## config.mk

```make
export PLATFORM = sky130hd
export DESIGN_NAME = mvn_queue
export DESIGN_NICKNAME = d
export VERILOG_FILES = /design/src/rtl/mvn_pkg.sv /design/src/rtl/mvn_queue.sv
export SDC_FILE = /design/constraint.sdc
export NUM_CORES = 1
export LEC_CHECK = 0
export ABC_CLOCK_PERIOD_IN_PS = 7800
export BUFFER_PORTS_ARGS = -buffer_cell sky130_fd_sc_hd__buf_2
export CAP_MARGIN = 30
export CORE_ASPECT_RATIO = 1.1
export CORE_UTILIZATION = 51
export CTS_CLUSTER_DIAMETER = 30
export DETAILED_ROUTE_END_ITERATION = 10
export HOLD_SLACK_MARGIN = 0.02
export PLACE_DENSITY = 0.78
export RECOVER_POWER = 50
export SLEW_MARGIN = 20
export SYNTH_ARGS = -nofsm -noshare
export SYNTH_HDL_FRONTEND = slang
export SYNTH_SLANG_ARGS = --single-unit
```

## constraint.sdc

```tcl
create_clock -name clk -period 7.8 [get_ports clk]
set_input_delay 1.56 -clock clk [delete_from_list [all_inputs] [get_ports clk]]
set_output_delay 1.56 -clock clk [all_outputs]
set_load 0.05 [all_outputs]
```

## src/rtl/mvn_pkg.sv

```systemverilog
`default_nettype none
package mvn_pkg;
    localparam int MaxVertices = 1024;
    localparam int IdxW = 10;
    localparam int CntW = 11;
    localparam int PosW = 24;
    localparam int SumW = 56;
    localparam int QueueDepth = 2;

    typedef enum logic [1:0] {
        KIND_CLEAR = 2'd0,
        KIND_VERTEX = 2'd1,
        KIND_TRIANGLE = 2'd2,
        KIND_READ = 2'd3
    } kind_t;

    typedef enum logic [1:0] {
        ST_OK = 2'd0,
        ST_RANGE = 2'd1,
        ST_ZERO = 2'd2
    } status_t;

    // one classified command handed from front to back
    typedef struct packed {
        kind_t kind;
        logic bad;
        logic [PosW-1:0] px;
        logic [PosW-1:0] py;
        logic [PosW-1:0] pz;
        logic [IdxW-1:0] ia;
        logic [IdxW-1:0] ib;
        logic [IdxW-1:0] ic;
        logic [CntW-1:0] total;
    } cmd_t;

    function automatic logic signed [SumW-1:0] sat_add(
        input logic signed [SumW-1:0] a,
        input logic signed [SumW-1:0] b
    );
        logic signed [SumW:0] r;
        begin
            r = {a[SumW-1], a} + {b[SumW-1], b};
            if (r[SumW] != r[SumW-1])
            begin
                sat_add = r[SumW] ? {1'b1, {(SumW-1){1'b0}}} : {1'b0, {(SumW-1){1'b1}}};
            end
            else
            begin
                sat_add = r[SumW-1:0];
            end
        end
    endfunction
endpackage
`default_nettype wire

```

## src/rtl/mvn_queue.sv

```systemverilog
`default_nettype none
// short command fifo between front and back
module mvn_queue (
    input  wire logic clk,
    input  wire logic rst_n,
    input  wire logic push,
    input  mvn_pkg::cmd_t din,
    input  wire logic pop,
    output mvn_pkg::cmd_t dout,
    output logic empty,
    output logic full
);
    mvn_pkg::cmd_t mem_reg [mvn_pkg::QueueDepth];
    logic wp_reg, rp_reg;
    logic [1:0] cnt_reg;

    assign dout = mem_reg[rp_reg];
    assign empty = (cnt_reg == 2'd0);
    assign full = (cnt_reg == 2'(mvn_pkg::QueueDepth));

    always_ff @(posedge clk)
    begin
        if (push)
        begin
            mem_reg[wp_reg] <= din;
        end
    end

    always_ff @(posedge clk or negedge rst_n)
    begin
        if (!rst_n)
        begin
            wp_reg <= 1'b0;
            rp_reg <= 1'b0;
            cnt_reg <= '0;
        end
        else
        begin
            if (push) wp_reg <= ~wp_reg;
            if (pop) rp_reg <= ~rp_reg;
            cnt_reg <= cnt_reg + {1'b0, push} - {1'b0, pop};
        end
    end
endmodule
`default_nettype wire

```

# After elaboration in Yosys (flattened, before gate mapping)
# Memory sizes are Yosys's and may differ from the RTL's.
# Index checks and enable logic that the tools add are counted.
word_totals:
  n_memories: 1
  reg_bits: 4
  input_bits: 120
  output_inout_bits: 118
  ramBits: 232
mem_list:
  columns: ["name", "depth", "word_bits", "rd", "rd_ports_with_merged_regs", "write_ports", "line", "rtl"]
  rows:
  - ["mem_reg", 2, 116, 1, 0, 1, "mvn_queue.sv:13", "mvn_pkg::cmd_t mem_reg [mvn_pkg::QueueDepth];"]
classes:
  eq_ne: 1
  bitwise: 2
  reduce_logical: 1
  add_sub_neg: 2
  n_mux: 2
op_table:
  columns: ["operator", "n"]
  rows:
  - ["adder 2 x 1 -> 2 bit", 1]
  - ["== test 2 bit, second input constant", 1]
  - ["logical NOT 2 bit", 1]
  - ["2-to-1 mux 1 bit", 2]
  - ["NOT 1 bit", 2]
  - ["subtractor 2 x 1 -> 2 bit", 1]

# Longest topological paths before layout
logic_depth:
  ltp_word: 2
  ltp_mapped: 5
  depth_no_buf: 5

# Worst setup path after synthesis
# OpenSTA, ideal clock, no wires.
synth_timing:
  kind: "input port to flip-flop"
  start: "input port push"
  end: "memory mem_reg[0][0] (netlist name), enable pin"
  arrival_ns: 6.596
  stages: 1
  setup_time_ns: 0.606
  n_path_buf: 0
  slack_ns: 0.598
  cell_sequence: "nor2b_1"
synth_via:
  elab_chain_len: 2
synth_lines:
  columns: ["item", "line", "rtl"]
  rows:
  - ["start: declaration", "mvn_queue.sv:6", "input wire logic push,"]
  - ["2-to-1 mux 1 bit", "mvn_queue.sv:23", "if (push)"]
  - ["2-to-1 mux 1 bit (implied by the code)", "mvn_queue.sv:25", "mem_reg[wp_reg] <= din;"]
  - ["end: declaration", "mvn_queue.sv:13", null]
# No other way between the ends.

# Final worst setup path
layout_timing:
  start: "input port push"
  end: "memory mem_reg[1][114] (netlist name), enable pin"
# Same word-level chain as after synthesis.

==> results.md <==
- Fin. Hold Viols: 0
- Post-CTS Setup Bufs: 0
- FF+latch area: 0.00707 mm^2
- Max FFs per register: 232
- Crit path largest cell delay: 2.86 ns
- Max transition margin: -164%
- Top cell type's share of synthesized area: 80.3%
- Gates resized, CTS repair: 0
- Core box area: 0.0165 mm^2
- GRT Total Usage: 19.0%
- Critical Path Source Type: primary input
- VDD IR max: 0.000330 V
- Crit path buf inv count: 2
- Crit path kind: in -> reg
- Worst-margin pin slew: 3.96 ns
- CP Max Fanout: 59
- Power, Total: 5.27 mW
- Max Slew Vio Count: 114
- I/O pin count: 238
- H-tree depth: 2
- Max Freq: 0.182 GHz
- Post-DR vias/cell: 5.08
- Number of cells on the critical path: 3
- Total Wirelength: 16.5 mm
- Crit path max-delay family: simple AND/OR/NAND/NOR gates
- Origin of the worst setup path: push
- Syn. warnings: 0
- Synthesized net count: 498
- Chip Width: 126 um
- Tmin final: 5.50 ns
- IO Port Bufs: 237
- Commonest non-fill, non-tap cells in the layout: edfxtp_1, buf_2, mux2_2
- Crit. End Element: flip-flop
- Final setup violating endpoints: 0
- Die area: 0.0175 mm^2
- Largest net degree at the start of global routing: 72
- Logic pwr share: 36.1%
- Root buffer cell: clkbuf_16
- Fin nets: 765
- Clock Tree Buf Depth: 3
- # fillers: 1,095
- Tightest Hold Check Type: reg -> reg
- DR vias: 4,453
- Clock power frac: 29.9%
- Clock latency on the worst-skew pair: 0.49 ns
- Clock Sinks: 236
- Antenna viol nets, final: 0
- Final Skew: 0.0143 ns
- Switching Power: 2.01 mW
- Pint: 3.27 mW
- Initial core utilization: 52.6%
- Initial DRC Count: 305
- WP data arrival: 5.63 ns
- Avg Cell Area, Syn: 23.1 um^2
- Part of the cycle the worst path needs: 70.6%
- Power density over cell area: 469 mW/mm^2
- Crit Reg-Reg Startpoint: wp_reg
- Cells after synthesis: 376
- Share of cells above drive strength 1: 53.5%
- Clock tree from TritonCTS: built
- Placement Rows: 49
- R2r worst-path depth: 2
- Switching Share: 38.1%
- Sequential share of power: 33.9%
- DP HPWL: 10.5 mm
- DRC: 0
- Failing checks: capacitance limit, slew limit
- Die H: 139 um
- Yosys top cell by area: edfxtp_1
- Footprint of the multi-input gates: 0.00151 mm^2
- GRT Residual Overflow: 0
- Status: finished, violations left
- Top post-synthesis cells by area: edfxtp_1, mux2_2, mux2_4
- Max-Cap Viols: 2
- Num CTS Buffers: 36
- Commonest non-fill, non-tap cell in the layout: edfxtp_1
- RSZ-0062 raised after global routing: false
- Synth-to-Final Area Change: 29.5%
- GP Congestion: 0.742
- First-pass GRT wire length: 25.1 mm
- Crit-path cells: clkbuf_1, and2_0, buf_4
- Initial antenna violation count: 2
- LEAKAGE: 4.24 nW
- Hold path start: wp_reg
- First drt pass iteration count: 4
- Data required, critical path: 7.93 ns
- Seq cells post-synth: 236
- Reg clk slew, reported paths: 0.05 ns
- Sequential area share after synthesis: 81.4%
- Post-synthesis cell type count: 13
- CP max stage cell: and2_0
- Hold Crit Depth: 1
- Mapped Area: 0.00868 mm^2
- Hold-fix buffers, CTS: 0
- Number of global-route vias before repair: 4,808
- Setup TNS Final: 0 ns
- Routed wire per std cell: 18.9 um
==> kinds of logic after synthesis <==
group | Yosys count | share of synthesized area [%]
buffers and inverters | 15 | 1.20
adder cells (fa/ha/maj) | 2 | 0.288
AND/OR/NAND/NOR | 4 | 0.259
XOR/XNOR | 3 | 0.476
multiplexers | 116 | 16.3
flip-flops | 236 | 81.4
==> synth_stat cells (all sizes together) <==
library cell  number
dfrtp              4
ha                 2
and2               1
nor2b              2
mux2             116
buf               13
xor2               2
nor2               1
xor3               1
edfxtp           232
inv                2
==> through the flow <==
stage | hold WS (ns) | setup WS [ns] | std cells | utilization [%] | instance area [um^2]
6_report | 0.513 | 2.30 | 877 | 68.1 | 11200
5_1_grt | 0.530 | 1.83 | 875 | 68.1 | 11200
2_1_floorplan | 0.455 | 0.598 | 376 | - | 8680
3_5_place_dp | 0.542 | 3.73 | 808 | 61.0 | 10100
4_1_cts | 0.565 | 3.18 | 874 | 68.5 | 11300
3_3_place_gp | 0.529 | 3.79 | 808 | 61.0 | 10100
==> final timing paths <==
path                                        end  slack, ns
min in group asynchronous                rp_reg       0.91
worst min register to register           wp_reg       0.51
worst max-delay path            mem_reg[1][114]       2.30
worst max register to register  mem_reg[1][114]       3.18
max in group asynchronous                rp_reg       6.65
worst min-delay path                     wp_reg       0.51
==> worst reg2reg max path, stage by stage, from the launching register on <==
cell,delay (ns)
dfrtp_1,0.39
and2_0,2.85
buf_4,0.98
==> power groups by stage <==
stage | Clock, mW | Sequential [mW] | Combinational [mW]
2_1_floorplan | 0 | 1.79 | 1.57
3_5_place_dp | 0 | 1.85 | 1.85
6_report | 1.58 | 1.79 | 1.91
4_1_cts | 1.61 | 1.83 | 1.87
3_3_place_gp | 0 | 1.84 | 1.83
5_1_grt | 1.66 | 1.81 | 1.98
==> metal layers <==
layer,track usage (%),up-vias,part of all wire [%]
met3,8.06,32,9.7
met5,0,-,0
met1,21.8,2165,38
met4,7.99,0,2.3
met2,31.4,200,50
li1,-,2056,-
==> cell type report <==
cell class                      count  area share (%)
Tap cell                          204            2.27
Multi-Input combinational cell    125            13.4
Sequential cell                   236            62.9
Clock buffer                       44            8.56
Timing Repair Buffer              242            10.4
Clock inverter                     22            2.35
Antenna cell                        2          0.0445
Inverter                            2          0.0668
(Power assumes the default switching activity.)
