### src/rtl/mvn_pkg.sv
`default_nettype none
package mvn_pkg;
    localparam int MaxVertices = 1024;
    localparam int IdxW = 10;
    localparam int CntW = 11;
    localparam int PosW = 24;
    localparam int SumW = 56;
    localparam int QueueDepth = 2;

    typedef enum logic [1:0] {
        KIND_CLEAR = 2'd0,
        KIND_VERTEX = 2'd1,
        KIND_TRIANGLE = 2'd2,
        KIND_READ = 2'd3
    } kind_t;

    typedef enum logic [1:0] {
        ST_OK = 2'd0,
        ST_RANGE = 2'd1,
        ST_ZERO = 2'd2
    } status_t;

    // one classified command handed from front to back
    typedef struct packed {
        kind_t kind;
        logic bad;
        logic [PosW-1:0] px;
        logic [PosW-1:0] py;
        logic [PosW-1:0] pz;
        logic [IdxW-1:0] ia;
        logic [IdxW-1:0] ib;
        logic [IdxW-1:0] ic;
        logic [CntW-1:0] total;
    } cmd_t;

    function automatic logic signed [SumW-1:0] sat_add(
        input logic signed [SumW-1:0] a,
        input logic signed [SumW-1:0] b
    );
        logic signed [SumW:0] r;
        begin
            r = {a[SumW-1], a} + {b[SumW-1], b};
            if (r[SumW] != r[SumW-1])
            begin
                sat_add = r[SumW] ? {1'b1, {(SumW-1){1'b0}}} : {1'b0, {(SumW-1){1'b1}}};
            end
            else
            begin
                sat_add = r[SumW-1:0];
            end
        end
    endfunction
endpackage
`default_nettype wire

### src/rtl/mvn_front.sv
`default_nettype none
// accepts commands, range-checks them and tracks the vertex count
module mvn_front (
    input  wire logic clk,
    input  wire logic rst_n,
    input  wire logic take,
    input  wire logic [1:0] kind,
    input  wire logic [23:0] pos_x,
    input  wire logic [23:0] pos_y,
    input  wire logic [23:0] pos_z,
    input  wire logic [9:0] index_a,
    input  wire logic [9:0] index_b,
    input  wire logic [9:0] index_c,
    output mvn_pkg::cmd_t cmd
);
    logic [mvn_pkg::CntW-1:0] total_reg, total_next;
    logic bad;
    mvn_pkg::kind_t k;

    always_comb
    begin
        k = mvn_pkg::kind_t'(kind);
        bad = 1'b0;
        total_next = total_reg;
        unique case (k)
            mvn_pkg::KIND_CLEAR: total_next = '0;
            mvn_pkg::KIND_VERTEX:
            begin
                if (total_reg >= mvn_pkg::CntW'(mvn_pkg::MaxVertices))
                begin
                    bad = 1'b1;
                end
                else
                begin
                    total_next = total_reg + 1'b1;
                end
            end
            mvn_pkg::KIND_TRIANGLE:
                bad = ({1'b0, index_a} >= total_reg) || ({1'b0, index_b} >= total_reg)
                    || ({1'b0, index_c} >= total_reg);
            default: bad = {1'b0, index_a} >= total_reg;
        endcase
        cmd.kind = k;
        cmd.bad = bad;
        cmd.px = pos_x;
        cmd.py = pos_y;
        cmd.pz = pos_z;
        cmd.ia = (k == mvn_pkg::KIND_VERTEX) ? total_reg[mvn_pkg::IdxW-1:0] : index_a;
        cmd.ib = index_b;
        cmd.ic = index_c;
        cmd.total = total_next;
    end

    always_ff @(posedge clk or negedge rst_n)
    begin
        if (!rst_n)
        begin
            total_reg <= '0;
        end
        else if (take)
        begin
            total_reg <= total_next;
        end
    end
endmodule
`default_nettype wire

### config.mk
export PLATFORM = sky130hd
export DESIGN_NAME = mvn_front
export DESIGN_NICKNAME = d
export VERILOG_FILES = /design/src/rtl/mvn_pkg.sv /design/src/rtl/mvn_front.sv
export SDC_FILE = /design/constraint.sdc
export NUM_CORES = 1
export LEC_CHECK = 0
export BUFFER_PORTS_ARGS = -buffer_cell sky130_fd_sc_hd__buf_2
export CAP_MARGIN = 30
export CORE_AREA = 2 2 86 88
export CTS_BUF_LIST = sky130_fd_sc_hd__clkbuf_16
export CTS_CLUSTER_SIZE = 24
export DETAILED_ROUTE_END_ITERATION = 10
export DIE_AREA = 0 0 88 90
export PLACE_DENSITY_LB_ADDON = 0.2
export SYNTH_ARGS = -nofsm -noshare
export SYNTH_HDL_FRONTEND = slang
export SYNTH_SLANG_ARGS = --single-unit
### constraint.sdc
create_clock -name clk -period 5.2 [get_ports clk]
set_input_delay 0.78 -clock clk [delete_from_list [all_inputs] [get_ports clk]]
set_output_delay 0.78 -clock clk [all_outputs]
set_load 0.005 [all_outputs]
## Yosys cells after proc, flatten, opt, wreduce, memory -nomap -nowiden

Cells that the tools add are included.

| cells by class | value |
|---|---|
| add/subtract/negate cells | 1 |
| eq/ne operators | 2 |
| muxes and demuxes | 5 |
| order comparisons | 4 |
| reduce and logical (&&, ||, !) cells | 3 |

Operator list:

| cell | number |
|---|---|
| >= comparator 10 x 11 -> 1 bit | 3 |
| one-hot mux 11 bit (2 select lines) | 1 |
| adder 11 x 1 -> 11 bit (second input constant) | 1 |
| >= comparator 11 bit (second input constant) | 1 |
| two-way mux 11 bit | 1 |
| two-way mux 10 bit | 1 |
| one-hot mux 1 bit (3 select lines) | 1 |
| == test 2 x 1 -> 1 bit (second input constant) | 1 |
| == test 2 bit (second input constant) | 1 |
| zero test 2 bit | 1 |
| logical OR 1 bit | 2 |
| two-way mux 1 bit | 1 |

| storage, ports and cells | value |
|---|---|
| bits in registers | 11 |
| bits of input ports | 107 |

## Depth between registers and ports, before layout

| depth | value |
|---|---|
| word-level depth | 4 |
| gate-level depth with buffers | 8 |
| gate-level depth less buffers | 7 |

## Worst setup path before layout

No wires, ideal clock.

| timing | value |
|---|---|
| path type | in2out |
| from | input port index_a[6] |
| to | output port cmd[113] (netlist name) |
| stages | 7 |
| required time | 4.420 ns |
| data arrival time | 1.936 ns |
| buffers on the path | 1 |
| path slack | 2.484 ns |
| cells stage by stage | ha_1 > a21oi_1 > nor2_1 > o311ai_0 > o2111a_1 > nand3_1 > buf_4 |

| on the way | value |
|---|---|
| longest elaborated chain between the ends | 4 |

Ends and longest elaborated chain:

| element | RTL line | RTL |
|---|---|---|
| start, declared | mvn_front.sv:11 | `input wire logic [9:0] index_a,` |
| >= comparator 10 x 11 -> 1 bit * | mvn_front.sv:39, mvn_front.sv:41 |  |
| logical OR 1 bit | mvn_front.sv:39 | `bad = ({1'b0, index_a} >= total_reg) \|\| ({1'b0, index_b} >= total_reg)` |
| logical OR 1 bit | mvn_front.sv:40 | `\|\| ({1'b0, index_c} >= total_reg);` |
| one-hot mux 1 bit (3 select lines) * | mvn_front.sv:25 | `unique case (k)` |
| end, declared | mvn_front.sv:14 | `output mvn_pkg::cmd_t cmd` |

Mark *: on every way between the ends. The rest lies on a longest branch, timed or not.

==> impl_metrics.ini <==
[clocking]
cts_resized = 0
cts.htree.levels = 1
cts_buffers = 3
clk_latency_ns = 0.24
cts-root-buf = clkbuf_16
clkSinkCount = 11
cts_buffer_depth = 2
holdBufCountCts = 0
cts_tree = built
post_cts_buffers = 0
clk_pin_slew_ns = 0.04

[setup_path]
crit_slowest_cell = nand2b_1
endpoint_kind = output pin
critPathMaxFanout = 25
crit_top_cell = buf_2
critPathCapture = cmd[113]
reg2reg_slack_ns = 3.63
critPathLaunchType = input port
crit_required_ns = 4.42
max_stage_delay_ns = 0.71
crit_arrival_ns = 2.29
r2r_cells = 6
r2r-end = total_reg[2]
reg2reg_from = total_reg[0]
crit_path_start = kind[1]
path_cells = buf_2 -> nand2b_1 -> o2111a_1 -> nand3_1 -> buf_2
critical_path_class = input port to output pin

[synth]
ys_types = 42
postSynthAreaPerCell_sq_um = 7.69
synth-seq-cells = 11
synth_edf_count = 0
ys_dominant_reg_cell = dfrtp_1
ys_seq_area_frac = 0.119
postSynthCellCount = 302
synthTopCellsByArea = buf_4 (31%), ha_1 (17%), dfrtp_1 (12%)
synthArstFlopShare = 1.00
syn-num-nets = 441
yosysWarnings = 0
yosysTopAreaCell = buf_4
syn-cell-area_sq_um = 2320
netlist.area_leader.share = 0.307

[final_layout]
largest_reg_flops = 11
finish.utilization = 0.307
area_delta_synth_final_pct = -7.28
nets = 421
n_antenna_cell = 0
drive_gt1_frac = 0.317

[sta]
fmax_mhz = 325
drv_slew = 0
period_needed_ns = 3.07
grt_setup_unrepaired = no
finalCritPeriodShare = 0.591
finClkSkew_ns = 0.000813
hold_violations = 0
setup-violations-final = 0
worst_slew_pin_slew_ns = 0.828
slew_headroom = 0.448
tns_ns = 0

[place]
gp_congestion = 0.796
dp_hpwl_um = 4580
port_buffers = 78

[floorplan]
fp.dieW_um = 88
start_util = 0.331
die_y_um = 90
rows = 31
core_sq_um = 7020
pin_count = 223
die_area_sq_um = 7920

[detailed_routing]
viasPerCell = 4.79
vias = 1819
dr.pass1.iters = 5
wl_per_cell_um = 14.3
wl_um = 5450
drt_iter0_drc = 59
drt.antenna.violating_nets = 0
drc = 0

[power]
p_sw_uw = 158
p_leak_nw = 1.06
p_comb_frac = 0.421
swShare = 0.362
ir_drop_uv = 88.3
clockPowerShare = 0.318
power_density_nw_per_um2 = 203
seqPwrFrac = 0.261
power.internal_uw = 278

[global_route]
grt_max_degree = 26
antenna_found_initial = 0
grt_usage = 0.137
grt_pass1_vias = 1739
grt-ovfl-total = 0
grt_pass1_wl_um = 8720

[hold_path]
hold_path_class = input port to async pin

[job]
maxCapViolations = 0

[status]
outcome = finished clean
-- cells in the final DEF (no fill, tap or decap), types with 2 or more instances in the layout --
cell type  netlist  final
nor3_1           2      2
o21ai_1          6      6
a31oi_1          2      2
nor2_2           2      2
o21ai_0         25     25
nand2b_1         3      3
nand4_4          2      2
ha_1            32     32
inv_1           16     17
dfrtp_1         11     11
buf_2            3     78
o31ai_1          2      2
nor2_1          10     10
nor2b_1          4      4
a22o_1           5      5
a21oi_1         11     11
xnor2_1          2      2
and4_1           2      2
o22ai_1          3      3
nand4_1          2      2
a211oi_1         3      3
clkbuf_16        0      3
nand3_1          7      7
nand2_1         31     31
-- area by class of cell --
type                            instances  area [sq um]
Clock buffer                            3          75.1
Clock inverter                          1          3.75
Fill cell                             764          4870
Inverter                               16          60.1
Multi-Input combinational cell        172          1220
Sequential cell                        11           275
Tap cell                               99           124
Timing Repair Buffer                   78           390
-- routing by layer --
metal	GRT usage	wire length (um)	up-vias
met1	0.174	2440	807
met2	0.225	2500	72
met4	0.0462	136	0
met3	0.0303	379	30
li1	-	-	910
met5	0	0	-
-- critical path: cells and delay by family --
kind,cells,cell delay (ns)
AO/OA/AOI/OAI,1,0.26
AND/OR/NAND/NOR,2,0.79
buffers and inverters,2,0.45
-- synth_stat cells (2+ instances only) --
| cell type | instances |
|---|---|
| nand2b_1 | 3 |
| ha_1 | 32 |
| clkbuf_1 | 3 |
| a211oi_1 | 3 |
| o21ai_0 | 25 |
| nand3_1 | 7 |
| dfrtp_1 | 11 |
| nor2_2 | 2 |
| o22ai_1 | 3 |
| nor2b_1 | 4 |
| buf_6 | 2 |
| buf_4 | 95 |
| o31ai_1 | 2 |
| nand2_1 | 31 |
| nor2_1 | 10 |
| inv_1 | 16 |
| a31oi_1 | 2 |
| nand4_1 | 2 |
| o21ai_1 | 6 |
| nand4_4 | 2 |
| xnor2_1 | 2 |
| nor3_1 | 2 |
| buf_2 | 3 |
| a22o_1 | 5 |
| a21oi_1 | 11 |
| and4_1 | 2 |
-- worst min-delay path by stage --
stage | start | endpoint | slack [ns] | depth (start not counted)
detailed placement | total_reg[5] | total_reg[5] | 0.59 | 1
CTS | rst_n | total_reg[7] | 0.43 | 1
global route | rst_n | total_reg[7] | 0.43 | 1
global placement | total_reg[5] | total_reg[5] | 0.58 | 1
finish | rst_n | total_reg[7] | 0.41 | 1
floorplan | rst_n | total_reg[0] | 0.48 | 0
-- power by group through the flow --
stage               registers, mW  logic (mW)  clock network (mW)
global placement            0.115       0.186                   0
finish                      0.114       0.184               0.139
CTS                         0.114       0.189               0.141
global route                0.117       0.217               0.148
detailed placement          0.116       0.187                   0
floorplan                   0.111       0.172                   0
-- stage by stage --
stage	power [mW]	std cells	instance area [sq um]	hold WS (ns)	worst slack (ns)
floorplan	0.283	302	2320	0.484	2.48
global placement	0.301	376	2070	0.581	2.11
detailed placement	0.302	376	2070	0.588	2.10
CTS	0.444	380	2150	0.425	2.09
global route	0.482	380	2150	0.427	1.96
finish	0.436	380	2150	0.411	2.13
-- kinds of logic after synthesis --
group           share of synthesized area
fa+ha+maj                           0.173
buf+inv                             0.354
xor+xnor                          0.00755
flops                               0.119
mux                               0.00916
simple gates                        0.166
compound gates                      0.173
No activity file was read; power rests on OpenSTA's default activity.
